### src/design/ftpcl_pkg.sv
// Shared types, constants and the verb table of the FTP command line parser.
package ftpcl_pkg;

  localparam int VERB_COUNT_DEF = 32;
  localparam int TABLE_SIZE     = 32;
  localparam int QUEUE_DEPTH    = 4;

  localparam logic [2:0] POS_MAX = 3'd5;

  localparam logic [7:0] CHAR_SPACE = 8'h20;
  localparam logic [7:0] CHAR_CR    = 8'h0D;
  localparam logic [7:0] CHAR_LF    = 8'h0A;

  localparam logic [1:0] VERDICT_DISPATCH = 2'd0;
  localparam logic [1:0] VERDICT_REFUSED  = 2'd1;
  localparam logic [1:0] VERDICT_INVALID  = 2'd2;

  // Byte 0 of a verb sits in bits 31:24, byte 3 in bits 7:0.
  localparam logic [31:0] VERB_TABLE [TABLE_SIZE] = '{
    "USER", "PASS", "QUIT", "REIN", {"CWD", 8'h00}, "CDUP", "RNFR", "RNTO",
    "ABOR", "DELE", {"RMD", 8'h00}, {"MKD", 8'h00}, {"PWD", 8'h00}, "LIST", "NLST", "PORT",
    "TYPE", "PASV", "RETR", "STOR", "APPE", "HELP", "NOOP", "SMNT",
    "ACCT", "STRU", "MODE", "STOU", "ALLO", "REST", "SITE", "SYST"
  };

  // 1 = four-letter verb, 0 = three-letter verb.
  localparam logic [TABLE_SIZE-1:0] VERB_IS_LEN4 = 32'b1111_1111_1111_1111_1110_0011_1110_1111;

  // One request from the front to the back: an argument byte, a verdict, or both.
  typedef struct packed {
    logic        arg_valid;
    logic [7:0]  arg_byte;
    logic        fin_valid;
    logic [31:0] verb_chars;
    logic        verb_len4;
    logic        format_error;
    logic        logged_in;
  } ftpcl_req_t;

  function automatic logic is_crlf(input logic [7:0] c);
    return (c == CHAR_CR) || (c == CHAR_LF);
  endfunction

endpackage

### src/design/ftpcl_front.sv
// Front end: tracks byte position, decides the verb length and holds back argument bytes.
module ftpcl_front import ftpcl_pkg::*; (
  input  logic       clk,
  input  logic       rst,
  input  logic       in_valid,
  output logic       in_stall,
  input  logic [7:0] data_byte,
  input  logic       end_of_line,
  input  logic       logged_in,
  input  logic       queue_full,
  output logic       push,
  output ftpcl_req_t push_req
);

  logic [2:0]  pos;
  logic [31:0] chars;
  logic        decided;
  logic        len4;
  logic        has_arg;
  logic        ferr;
  logic [7:0]  pend_byte;
  logic        pend_valid;

  logic        accept;
  logic [31:0] chars_next;
  logic        decided_next;
  logic        len4_next;
  logic        has_arg_next;
  logic        ferr_next;
  logic        past_verb;
  logic        stream_ok;
  logic        ferr_eol;
  logic        lf_ok;
  logic        emit_arg;

  assign in_stall = queue_full;
  assign accept   = in_valid && !queue_full;

  always_comb begin
    chars_next   = chars;
    decided_next = decided;
    len4_next    = len4;
    has_arg_next = has_arg;
    ferr_next    = ferr;
    if (pos < 3'd4) begin
      chars_next[31 - 8 * pos -: 8] = data_byte;
    end
    if (!decided && !ferr) begin
      if (pos == 3'd3) begin
        if (data_byte == CHAR_SPACE) begin
          decided_next = 1'b1;
          len4_next    = 1'b0;
          has_arg_next = 1'b1;
        end else if (end_of_line) begin
          if (is_crlf(data_byte)) begin
            decided_next = 1'b1;
            len4_next    = 1'b0;
            has_arg_next = 1'b0;
          end else begin
            ferr_next = 1'b1;
          end
        end
      end else if (pos == 3'd4) begin
        if (data_byte == CHAR_SPACE) begin
          decided_next = 1'b1;
          len4_next    = 1'b1;
          has_arg_next = 1'b1;
        end else if (is_crlf(chars[7:0])) begin
          decided_next = 1'b1;
          len4_next    = 1'b0;
          has_arg_next = 1'b0;
        end else if (is_crlf(data_byte)) begin
          decided_next = 1'b1;
          len4_next    = 1'b1;
          has_arg_next = 1'b0;
        end else begin
          ferr_next = 1'b1;
        end
      end
    end
  end

  assign past_verb = len4_next ? (pos > 3'd4) : (pos > 3'd3);
  assign stream_ok = !ferr_next && decided_next && has_arg_next && past_verb;
  assign ferr_eol  = ferr_next || !decided_next;
  assign lf_ok     = data_byte == CHAR_LF;

  always_comb begin
    if (end_of_line) begin
      emit_arg = !ferr_eol && has_arg_next && lf_ok && pend_valid && (pend_byte != CHAR_CR);
    end else begin
      emit_arg = stream_ok && pend_valid;
    end
  end

  assign push = accept && (emit_arg || end_of_line);

  always_comb begin
    push_req.arg_valid    = emit_arg;
    push_req.arg_byte     = pend_byte;
    push_req.fin_valid    = end_of_line;
    push_req.verb_chars   = chars_next;
    push_req.verb_len4    = len4_next;
    push_req.format_error = ferr_eol || (has_arg_next && !lf_ok);
    push_req.logged_in    = logged_in;
  end

  always_ff @(posedge clk) begin
    if (rst) begin
      pos        <= 3'd0;
      chars      <= '0;
      decided    <= 1'b0;
      len4       <= 1'b0;
      has_arg    <= 1'b0;
      ferr       <= 1'b0;
      pend_byte  <= 8'd0;
      pend_valid <= 1'b0;
    end else if (accept) begin
      if (end_of_line) begin
        // clear for the next line
        pos        <= 3'd0;
        chars      <= '0;
        decided    <= 1'b0;
        len4       <= 1'b0;
        has_arg    <= 1'b0;
        ferr       <= 1'b0;
        pend_byte  <= 8'd0;
        pend_valid <= 1'b0;
      end else begin
        pos     <= (pos == POS_MAX) ? pos : pos + 3'd1;
        chars   <= chars_next;
        decided <= decided_next;
        len4    <= len4_next;
        has_arg <= has_arg_next;
        ferr    <= ferr_next;
        if (stream_ok) begin
          pend_byte  <= data_byte;
          pend_valid <= 1'b1;
        end
      end
    end
  end

endmodule

### src/design/ftpcl_queue.sv
// Short request queue between the front end and the back end.
module ftpcl_queue import ftpcl_pkg::*; #(
  parameter int DEPTH = QUEUE_DEPTH
) (
  input  logic       clk,
  input  logic       rst,
  input  logic       push,
  input  ftpcl_req_t push_req,
  output logic       full,
  input  logic       pop,
  output logic       empty,
  output ftpcl_req_t head
);

  localparam int PW = (DEPTH > 1) ? $clog2(DEPTH) : 1;
  localparam int CW = $clog2(DEPTH + 1);

  ftpcl_req_t       entries [DEPTH];
  logic [PW-1:0]    wr_ptr;
  logic [PW-1:0]    rd_ptr;
  logic [CW-1:0]    count;

  logic do_push;
  logic do_pop;

  assign full    = count == CW'(DEPTH);
  assign empty   = count == '0;
  assign do_push = push && !full;
  assign do_pop  = pop && !empty;
  assign head    = entries[rd_ptr];

  always_ff @(posedge clk) begin
    if (do_push) begin
      entries[wr_ptr] <= push_req;
    end
  end

  always_ff @(posedge clk) begin
    if (rst) begin
      wr_ptr <= '0;
      rd_ptr <= '0;
      count  <= '0;
    end else begin
      if (do_push) begin
        wr_ptr <= (wr_ptr == PW'(DEPTH - 1)) ? '0 : wr_ptr + 1'b1;
      end
      if (do_pop) begin
        rd_ptr <= (rd_ptr == PW'(DEPTH - 1)) ? '0 : rd_ptr + 1'b1;
      end
      if (do_push && !do_pop) begin
        count <= count + 1'b1;
      end else if (do_pop && !do_push) begin
        count <= count - 1'b1;
      end
    end
  end

endmodule

### src/design/ftpcl_back.sv
// Back end: looks up the verb, forms the verdict and drives the output register.
module ftpcl_back import ftpcl_pkg::*; #(
  parameter int VERB_COUNT = VERB_COUNT_DEF
) (
  input  logic       clk,
  input  logic       rst,
  input  logic       empty,
  input  ftpcl_req_t head,
  output logic       pop,
  output logic       out_valid,
  input  logic       out_stall,
  output logic       is_final,
  output logic [7:0] arg_byte,
  output logic [4:0] command_index,
  output logic [1:0] verdict
);

  localparam int LIMIT = (VERB_COUNT < TABLE_SIZE) ? VERB_COUNT : TABLE_SIZE;

  logic       arg_done;
  logic       load;
  logic       take;
  logic       send_arg;
  logic       found;
  logic [4:0] match_idx;
  logic [1:0] verdict_next;
  logic [4:0] index_next;

  // Lowest matching index wins.
  always_comb begin
    found     = 1'b0;
    match_idx = 5'd0;
    for (int i = LIMIT - 1; i >= 0; i--) begin
      if (VERB_IS_LEN4[i] == head.verb_len4) begin
        if (head.verb_len4 ? (head.verb_chars == VERB_TABLE[i])
                           : (head.verb_chars[31:8] == VERB_TABLE[i][31:8])) begin
          found     = 1'b1;
          match_idx = 5'(i);
        end
      end
    end
    if (head.format_error) begin
      found = 1'b0;
    end
  end

  always_comb begin
    index_next = 5'd0;
    if (!head.logged_in && !(found && match_idx == 5'd0)) begin
      verdict_next = VERDICT_REFUSED;
    end else if (!found) begin
      verdict_next = VERDICT_INVALID;
    end else begin
      verdict_next = VERDICT_DISPATCH;
      index_next   = match_idx;
    end
  end

  assign load     = !out_valid || !out_stall;
  assign take     = load && !empty;
  assign send_arg = head.arg_valid && !arg_done;
  // hold the request while its argument byte goes out first
  assign pop      = take && !(send_arg && head.fin_valid);

  always_ff @(posedge clk) begin
    if (take) begin
      if (send_arg) begin
        is_final      <= 1'b0;
        arg_byte      <= head.arg_byte;
        command_index <= 5'd0;
        verdict       <= VERDICT_DISPATCH;
      end else begin
        is_final      <= 1'b1;
        arg_byte      <= 8'd0;
        command_index <= index_next;
        verdict       <= verdict_next;
      end
    end
  end

  always_ff @(posedge clk) begin
    if (rst) begin
      out_valid <= 1'b0;
      arg_done  <= 1'b0;
    end else begin
      if (take) begin
        out_valid <= 1'b1;
        arg_done  <= send_arg && head.fin_valid;
      end else if (load) begin
        out_valid <= 1'b0;
      end
    end
  end

endmodule

### src/design/ftp_command_line_parser.sv
// FTP command line parser top level: front end, request queue and back end.
// Path: the byte that releases a result is written into the request queue, and the result
// then leaves through the output register. The queue holds QUEUE_DEPTH requests.
// Throughput: one byte per cycle while the queue is not full. A line's last byte that also
// releases an argument byte fills the output register first with that byte, then the verdict.
// Reset (rst, synchronous): clears the line state, empties the queue, drops out_valid.
module ftp_command_line_parser import ftpcl_pkg::*; #(
  parameter int VERB_COUNT = VERB_COUNT_DEF
) (
  input  logic       clk,
  input  logic       rst,
  input  logic       in_valid,
  output logic       in_stall,
  input  logic [7:0] data_byte,
  input  logic       end_of_line,
  input  logic       logged_in,
  output logic       out_valid,
  input  logic       out_stall,
  output logic       is_final,
  output logic [7:0] arg_byte,
  output logic [4:0] command_index,
  output logic [1:0] verdict
);

  logic       push;
  ftpcl_req_t push_req;
  logic       queue_full;
  logic       pop;
  logic       empty;
  ftpcl_req_t head;

  ftpcl_front u_front (
    .clk         (clk),
    .rst         (rst),
    .in_valid    (in_valid),
    .in_stall    (in_stall),
    .data_byte   (data_byte),
    .end_of_line (end_of_line),
    .logged_in   (logged_in),
    .queue_full  (queue_full),
    .push        (push),
    .push_req    (push_req)
  );

  ftpcl_queue #(
    .DEPTH (QUEUE_DEPTH)
  ) u_queue (
    .clk      (clk),
    .rst      (rst),
    .push     (push),
    .push_req (push_req),
    .full     (queue_full),
    .pop      (pop),
    .empty    (empty),
    .head     (head)
  );

  ftpcl_back #(
    .VERB_COUNT (VERB_COUNT)
  ) u_back (
    .clk           (clk),
    .rst           (rst),
    .empty         (empty),
    .head          (head),
    .pop           (pop),
    .out_valid     (out_valid),
    .out_stall     (out_stall),
    .is_final      (is_final),
    .arg_byte      (arg_byte),
    .command_index (command_index),
    .verdict       (verdict)
  );

endmodule
### config.mk
export PLATFORM = sky130hd
export DESIGN_NAME = ftp_command_line_parser
export DESIGN_NICKNAME = d
export VERILOG_FILES = /design/src/design/ftpcl_pkg.sv /design/src/design/ftpcl_front.sv /design/src/design/ftpcl_queue.sv /design/src/design/ftpcl_back.sv /design/src/design/ftp_command_line_parser.sv
export SDC_FILE = /design/constraint.sdc
export NUM_CORES = 1
export LEC_CHECK = 0
export BUFFER_PORTS_ARGS = -buffer_cell sky130_fd_sc_hd__buf_4
export CORE_ASPECT_RATIO = 0.5
export CORE_MARGIN = 5
export CORE_UTILIZATION = 50
export DETAILED_ROUTE_END_ITERATION = 12
export PLACE_DENSITY = 0.66
export SLEW_MARGIN = 20
export SYNTH_ARGS = -nofsm -noshare
export SYNTH_HDL_FRONTEND = slang
export SYNTH_SLANG_ARGS = --single-unit
### constraint.sdc
create_clock -name clk -period 7.7 [get_ports clk]
set_input_delay 0.77 -clock clk [delete_from_list [all_inputs] [get_ports clk]]
set_output_delay 0.77 -clock clk [all_outputs]
set_load 0.005 [all_outputs]
Word-level counts from Yosys, hierarchy flattened
Memories as Yosys holds them, arrays and structs flattened. A register that Yosys moved wholly into a read port is not among the register bits.
Cells that the tools add are included.
{ "word_totals": {"regBits": 73, "mem_bits_rw": 180, "inputBits": 14, "output_inout_bits": 18, "elab_cells": 382, "memories": 1} }
{ "classes": {"n_addsub": 7, "order_cmp": 3, "n_eq_ne": 75, "shifts": 2, "n_mux": 222, "n_bitwise": 1, "n_reduce_logical": 53} }
{ "memory_table": {"columns": ["memory", "words", "width", "rd", "rd_clocked_by_memory_dff", "wr", "line_no", "source"], "rows": [
  ["u_queue.entries", 4, 45, 1, 1, 1, "ftpcl_queue.sv:18", "ftpcl_req_t entries [DEPTH];"]
]} }
{ "op_table": {"columns": ["operator", "count"], "rows": [
  ["equality test 32 x 31 -> 1 bit (second input constant)", 32],
  ["equality test 24 x 23 -> 1 bit (second input constant)", 30],
  ["two-way mux 5 bit", 64],
  ["two-way mux 1 bit", 144],
  ["two-way mux 32 bit", 2],
  ["variable shift 8 x 34 -> 39 bit (first input constant)", 1],
  ["indexed part select 8 x 34 -> 39 bit", 1],
  ["negator 32 -> 34 bit", 1],
  ["bitwise mux 32 bit", 1],
  ["equality test 8 x 4 -> 1 bit (second input constant)", 4],
  ["logical AND 1 bit", 22],
  ["zero test 1 bit", 16],
  ["two-way mux 8 bit", 2],
  ["two-way mux 3 bit", 4],
  ["two-way mux 2 bit", 5],
  ["equality test 3 bit (second input constant)", 3],
  ["equality test 8 x 6 -> 1 bit (second input constant)", 1],
  ["inequality test 8 x 4 -> 1 bit (second input constant)", 1],
  ["subtractor 5 x 6 -> 7 bit (first input constant)", 1],
  ["adder 3 x 1 -> 3 bit (second input constant)", 2],
  ["logical OR 1 bit", 6],
  ["nonzero test 2 bit", 3],
  ["zero test 5 bit", 1],
  ["adder 2 x 1 -> 2 bit (second input constant)", 2],
  ["other kinds (12)", 14]
]} }

Depth between registers and ports, before layout
Gate-level depths: netlist of the first run.
{ "logic_depth": {"word_depth": 71, "depth_mapped": 17, "depth_no_buf": 15} }

Hierarchy
A second synthesis of the first run with hierarchy kept.
{ "hier_totals": {"hier_cells": 815, "area_unflattened_um2": 11718.7} }
{ "modules_own_cells": {"columns": ["mod", "n_inst", "cells_per_inst", "area_each_um2", "seq_area_each_um2"], "rows": [
  ["ftpcl_queue", 1, 285, 6998.0, 5585.4],
  ["ftpcl_front", 1, 279, 2668.8, 960.9],
  ["ftpcl_back", 1, 251, 2052.0, 520.5]
]} }

Worst setup path after synthesis of the first run
Ideal clock, no wire load.
{ "synth_path": {"kind": "input port to flip-flop", "start": "in data_byte[7]", "end": "mem u_queue.entries[3][0] in the netlist's numbering (enable)", "setup_ns": 0.407, "t_arrival_ns": 3.855, "required_time_ns": 7.293, "slack_ns": 3.438, "path_stages": 9, "n_path_buf": 0, "path_cell_list": "nor3_1 -> o211a_1 -> o21ai_0 -> a311o_1 -> o21ai_0 -> mux2_2 -> nand3_1 -> a21oi_1 -> and2_1"} }
{ "synth_rtl": {"columns": ["element", "line_no", "source"], "rows": [
  ["start: declaration", "ftp_command_line_parser.sv:14", "input logic [7:0] data_byte,"],
  ["end: declaration", "ftpcl_queue.sv:18", null]
]} }

==> results of run 1 <==
==> state kept, by name, indices dropped and copies added (netlist names), 3 cells and up, named ones only <==
register,count
u_back.command_index,5
u_front.chars,32
u_queue.count,3
u_front.pos,3
u_back.arg_byte,8
u_queue.entries,180
u_front.pend_byte,8
==> cells by family (layout without fill, tap and decap cells) <==
family          Yosys count  count (layout)
flops                   255             255
compound gates          165             165
simple gates            274             274
fa+ha+maj                11              11
xor+xnor                  2               2
mux                      78              78
buf+inv                  48              98
==> metrics by stage <==
| step | std cells | hold WS [ps] | area (µm²) |
|---|---|---|---|
| 5_1_grt | 1190 | 428 | 12800 |
| 3_5_place_dp | 1148 | 476 | 12100 |
| 6_report | 1190 | 446 | 12800 |
| 4_1_cts | 1190 | 428 | 12800 |
| 3_3_place_gp | 1148 | 463 | 12100 |
| 2_1_floorplan | 833 | 454 | 11500 |
==> synthesized netlist by cell type (7+ instances only) <==
master    instances  area share (%)
dfxtp_1          59              10
o21ai_0          17            0.74
ha_1             10             1.1
nor4_1           11            0.60
nand2_1          26            0.85
nand2b_1         11            0.60
mux2_2           38             3.7
and2_1           17            0.92
edfxtp_1        196              51
inv_1            15            0.49
nor2b_1          20             1.1
nor3_1           18            0.78
mux4_2           27             5.3
clkbuf_1         19            0.62
o211ai_1          7            0.46
a21oi_1          23             1.0
mux2i_1          11            0.95
a22oi_1          43             2.8
nor2_1           84             2.7
nand3_1          12            0.52
and3_1            7            0.38
==> per-layer routing <==
layer	track usage, %	vias up	share of wire [%]
met5	0	-	0
met4	5.21	0	2.3
met3	3.99	53	6.7
met2	30.2	266	43
met1	32.5	3765	48
li1	-	3379	-
==> cell type report <==
cell class / count / area, µm²
inverters: 15 / 56.3
fillers: 1861 / 9900
multi-input cells: 530 / 4270
repair buffers: 41 / 308
well taps: 307 / 384
clock inverters: 11 / 136
flip-flops and latches: 255 / 7070
clock buffers: 31 / 616
==> cell usage in the layout (no fill, tap or decap), drive strengths merged, types with 11 or more instances in the layout <==
cell / netlist / layout
a22oi: 43 / 43
and2: 17 / 17
nor2b: 20 / 20
dfxtp: 59 / 59
nand2: 26 / 26
edfxtp: 196 / 196
nor4: 15 / 15
mux4: 29 / 29
buf: 14 / 41
nand3: 13 / 13
nand2b: 11 / 11
mux2: 38 / 38
nor3: 18 / 18
nor2: 85 / 85
o21ai: 24 / 24
mux2i: 11 / 11
a21oi: 24 / 24
inv: 15 / 18
clkbuf: 19 / 31
==> power breakdown <==
group / switching (W) / internal, W
clock network: 0.000507 / 0.000642
logic: 0.000594 / 0.000356
registers: 0.0000375 / 0.00161
==> final timing paths <==
path / startpoint / end / cells past startpoint
worst max-delay path: register / u_back.command_index[1] / 11
worst min-delay path: logged_in / u_queue.entries[0][0] / 1
worst max register to register: register / u_back.command_index[1] / 11
worst min register to register: u_queue.rd_ptr[1] / register / 2
==> worst max-delay path, stage by stage (launching register included) <==
cell      delay (ps)
dfxtp_2          320
buf_4            620
mux4_1           820
and4bb_2         390
nand4_1          120
nor4_1           450
a32o_1           270
a311o_2          170
a211oi_1          60
o311ai_0         530
nor4b_2          120
o2111a_1         250
==> out/results.ini, run 1 <==
[timing]
finalMaxSlewViolations=0
clock_skew_ps=14.9
rsz0062_at_grt=false
fin_ws_ps=3270
finalCriticalPeriod_ps=4430
fin_setup_tns_ps=0
timing.fmax_mhz=226
tightestPinTransition_ps=1030
finalCritPeriodShare_pct=57.5
hold_viol_final=0
slew_headroom_pct=30.9
finalSetupViolCount=0

[power_and_ir_drop]
power.density_nw_per_um2=291
irDropWorstVdd_mv=0.205
leakage_nw=4.26
totalPowerFinal_w=0.00374

[placement]
pre_cts_ws_ps=2950
dp_hpwl_um=18500
io_buffer_count=31
gp_congestion=0.984

[hold_path]
hp-class=in2reg

[cts]
clock_sink_count=255
clkSlewWorstSetupHoldPaths_ps=70
clk_path_buf_depth=3
ctsResizeCount=0
numCtsBuffers=23
cts_hold_buf=0
ctsRootBufferMaster=clkbuf_16
clk_latency_ps=530
cts_setup_buffers=0
h-tree-depth=1
cts_tree=yes

[critical_path]
cp.required_ps=7970
crit_path_start_kind=register
critical_path_class=reg2reg
reg2reg_setup_slack_ps=3270
critPathMaxFanout=49
crit_arrival_ps=4700
crit_path_end_kind=register

[global_route]
grt_pass1_wl_um=43200
grt_remaining_overflow=0
grt_pass1_vias=7269
grt_start_max_net_pins=56
grt_usage_pct=20.9
antenna_found_initial=0

[synth]
syn_area_per_cell_um2=13.8
netlist_area_um2=11500
synth-seq-cells=255
synth_warnings=0
synthArstFlopShare_pct=0
synth-simple-area-share_pct=14.1
synth_top_family_by_area=simple AND/OR/NAND/NOR gates
synthesis.nets=858
synth_fa_ha_area_share_pct=1.26
synth.area.mux_share_pct=10.4
synth_cell_types=88
syn_inst=833
synth_edf_count=196
synth_compound_area_share_pct=10.9
ys.flop_type=edfxtp_1
ys_seq_area_share_pct=61.3
synthXorXnorAreaFrac_pct=0.152

[route]
wl_um=27800
wl_per_cell_um=23.4
antenna_left=0
vias=7463
via_per_inst=6.27
drt_first_pass_iters=7
drtIter0Drc=719
drc=0

[job]
max-cap-violations=0

[die]
die_w_um=225
dieArea_um2=26400
initial_core_util_pct=50.7
core_area_um2=22700
ios=32
fp.dieH_um=117
rows=39

[final_layout]
syn_to_final_growth_pct=11.4
nNetsFinal=891
n_antenna_cell=0
drive_above_1_share_pct=21.3
final_util_pct=56.5

[status]
status=finished clean

Power figures use the tool's default switching activity.
==> inputs of run 2 (changes only) <==
==> constraint.sdc (replaced) <==
create_clock -name clk -period 4.6 [get_ports clk]
set_input_delay 0.46 -clock clk [delete_from_list [all_inputs] [get_ports clk]]
set_output_delay 0.46 -clock clk [all_outputs]
set_load 0.005 [all_outputs]
==> out/results.ini, run 2 (same netlist as run 1, synthesis figures left out) <==
[status]
status=finished clean

[timing]
fin_ws_ps=411
finalSetupViolCount=0
fin_setup_tns_ps=0
tightestPinTransition_ps=968
rsz0062_at_grt=false
finalCriticalPeriod_ps=4190
finalMaxSlewViolations=0
timing.fmax_mhz=239
slew_headroom_pct=35.1
clock_skew_ps=10.9
finalCritPeriodShare_pct=91.1
hold_viol_final=0
holdWs_ps=140

[hold_path]
min_to=u_queue.entries[2][0]
hold_depth=1
holdCritStartpoint=logged_in
hp-class=in2reg

[route]
via_per_inst=6.23
wl_met2_um=12500
drtIter0Drc=717
top_layer=met4
drt_first_pass_iters=5
antenna_left=0
drt-met1-wl_um=13200
drc=0
wl_um=28200
vias=7495
wl_per_cell_um=23.5
met3WireLength_um=1840

[global_route]
grt_pass1_wl_um=43800
grt_remaining_overflow=0
antenna_found_initial=0
grt_usage_pct=21.3
grt_start_max_net_pins=56
grt_pass1_vias=7335

[die]
die_w_um=225
initial_core_util_pct=50.7
core_area_um2=22700
rows=39
fp.dieH_um=117
dieArea_um2=26400
ios=32

[placement]
pre_cts_ws_ps=524
gp_congestion=0.942
dp_hpwl_um=19100
placed_area_um2=12200
io_buffer_count=31

[cts]
ctsResizeCount=0
clkSlewWorstSetupHoldPaths_ps=70
ctsRootBufferMaster=clkbuf_16
clock_sink_count=255
numCtsBuffers=23
h-tree-depth=1
cts_hold_buf=0
clk_latency_ps=530
cts_tree=yes
cts_setup_buffers=0
clk_path_buf_depth=3

[final_layout]
fin_area_um2=13000
final_common_cell=edfxtp_1
reg_top3=u_queue.entries (180), u_front.chars (32)
n_antenna_cell=0
largest_register_ffs=180
nNetsFinal=904
regMostFlops=u_queue.entries
drive_above_1_share_pct=22.4
final_cell_mix=edfxtp_1 (196), nor2_1 (83), dfxtp_1 (57)
syn_to_final_growth_pct=12.8

[critical_path]
path_buf_inv=1
crit_arrival_ps=4470
critPathTopFamily=compound AO/OA/AOI/OAI gates
critPathMaxFanout=28
reg2reg_setup_slack_ps=410
crit_path_end_kind=register
cp.required_ps=4880
critical_path_class=reg2reg
max_stage_delay_ps=770
crit_path_start_kind=register
cp_cell_sequence=buf_4, mux2_2, a211oi_2, o2111ai_1, a2111oi_0, a32o_1, a211oi_1, o311ai_0, nor4b_2, o2111a_1
r2r-end=u_back.command_index[1]
r2r_cells=10
cp_slowest_cell=dfxtp_2

[power_and_ir_drop]
irDropWorstVdd_mv=0.359
leakage_nw=4.34
power.density_nw_per_um2=488
totalPowerFinal_w=0.00635

[job]
max-cap-violations=0

==> run 2: cell types whose count changed in the layout (fill, tap and decap cells not counted), sizes merged <==
| cell | previous run | this run |
|---|---|---|
| clkbuf | 31 | 25 |
| inv | 18 | 17 |
| clkinvlp | 1 | 2 |
| clkinv | 5 | 10 |
| bufinv | 2 | 3 |
| buf | 41 | 54 |
==> run 2: how the worst max path moves through the flow <==
stage / slack [ps] / endpoint / cells past startpoint / from
final: 410 / u_back.command_index[1] / 10 / register
after global routing: 270 / u_back.command_index[1] / 10 / register
after CTS: 520 / u_back.command_index[1] / 10 / register
after detailed placement: 520 / u_queue.count[2] / 16 / data_byte[2]
after global placement: 390 / u_back.command_index[1] / 11 / register
after floorplan: 650 / u_queue.entries[3][0] / 9 / data_byte[7]
==> run 2: where the power goes <==
group | switching (W) | total [W] | internal (W)
combinational | 0.000970 | 0.00160 | 0.000629
clock | 0.000852 | 0.00195 | 0.00110
sequential | 0.000107 | 0.00280 | 0.00269
total | 0.00193 | 0.00635 | 0.00442
==> run 2: through the flow <==
| step | instances | utilization (%) |
|---|---|---|
| 2_1_floorplan | 833 | - |
| 4_1_cts | 1203 | 57.2 |
| 3_5_place_dp | 1161 | 53.8 |
| 6_report | 1203 | 57.2 |
| 3_3_place_gp | 1161 | 53.8 |
| 5_1_grt | 1203 | 57.2 |
==> run 2: final cells by class <==
cell class,count,area (µm²)
clock inverters,17,188
multi-input cells,530,4270
repair buffers,54,455
flip-flops and latches,255,7070
fillers,1847,9730
clock buffers,25,583
inverters,15,56.3
well taps,307,384
==> run 2: per-layer routing <==
| layer | up-vias | track usage (%) |
|---|---|---|
| met5 | - | 0 |
| met4 | 0 | 5.21 |
| met3 | 47 | 3.99 |
| met2 | 277 | 31.7 |
| met1 | 3768 | 32.5 |
| li1 | 3403 | - |
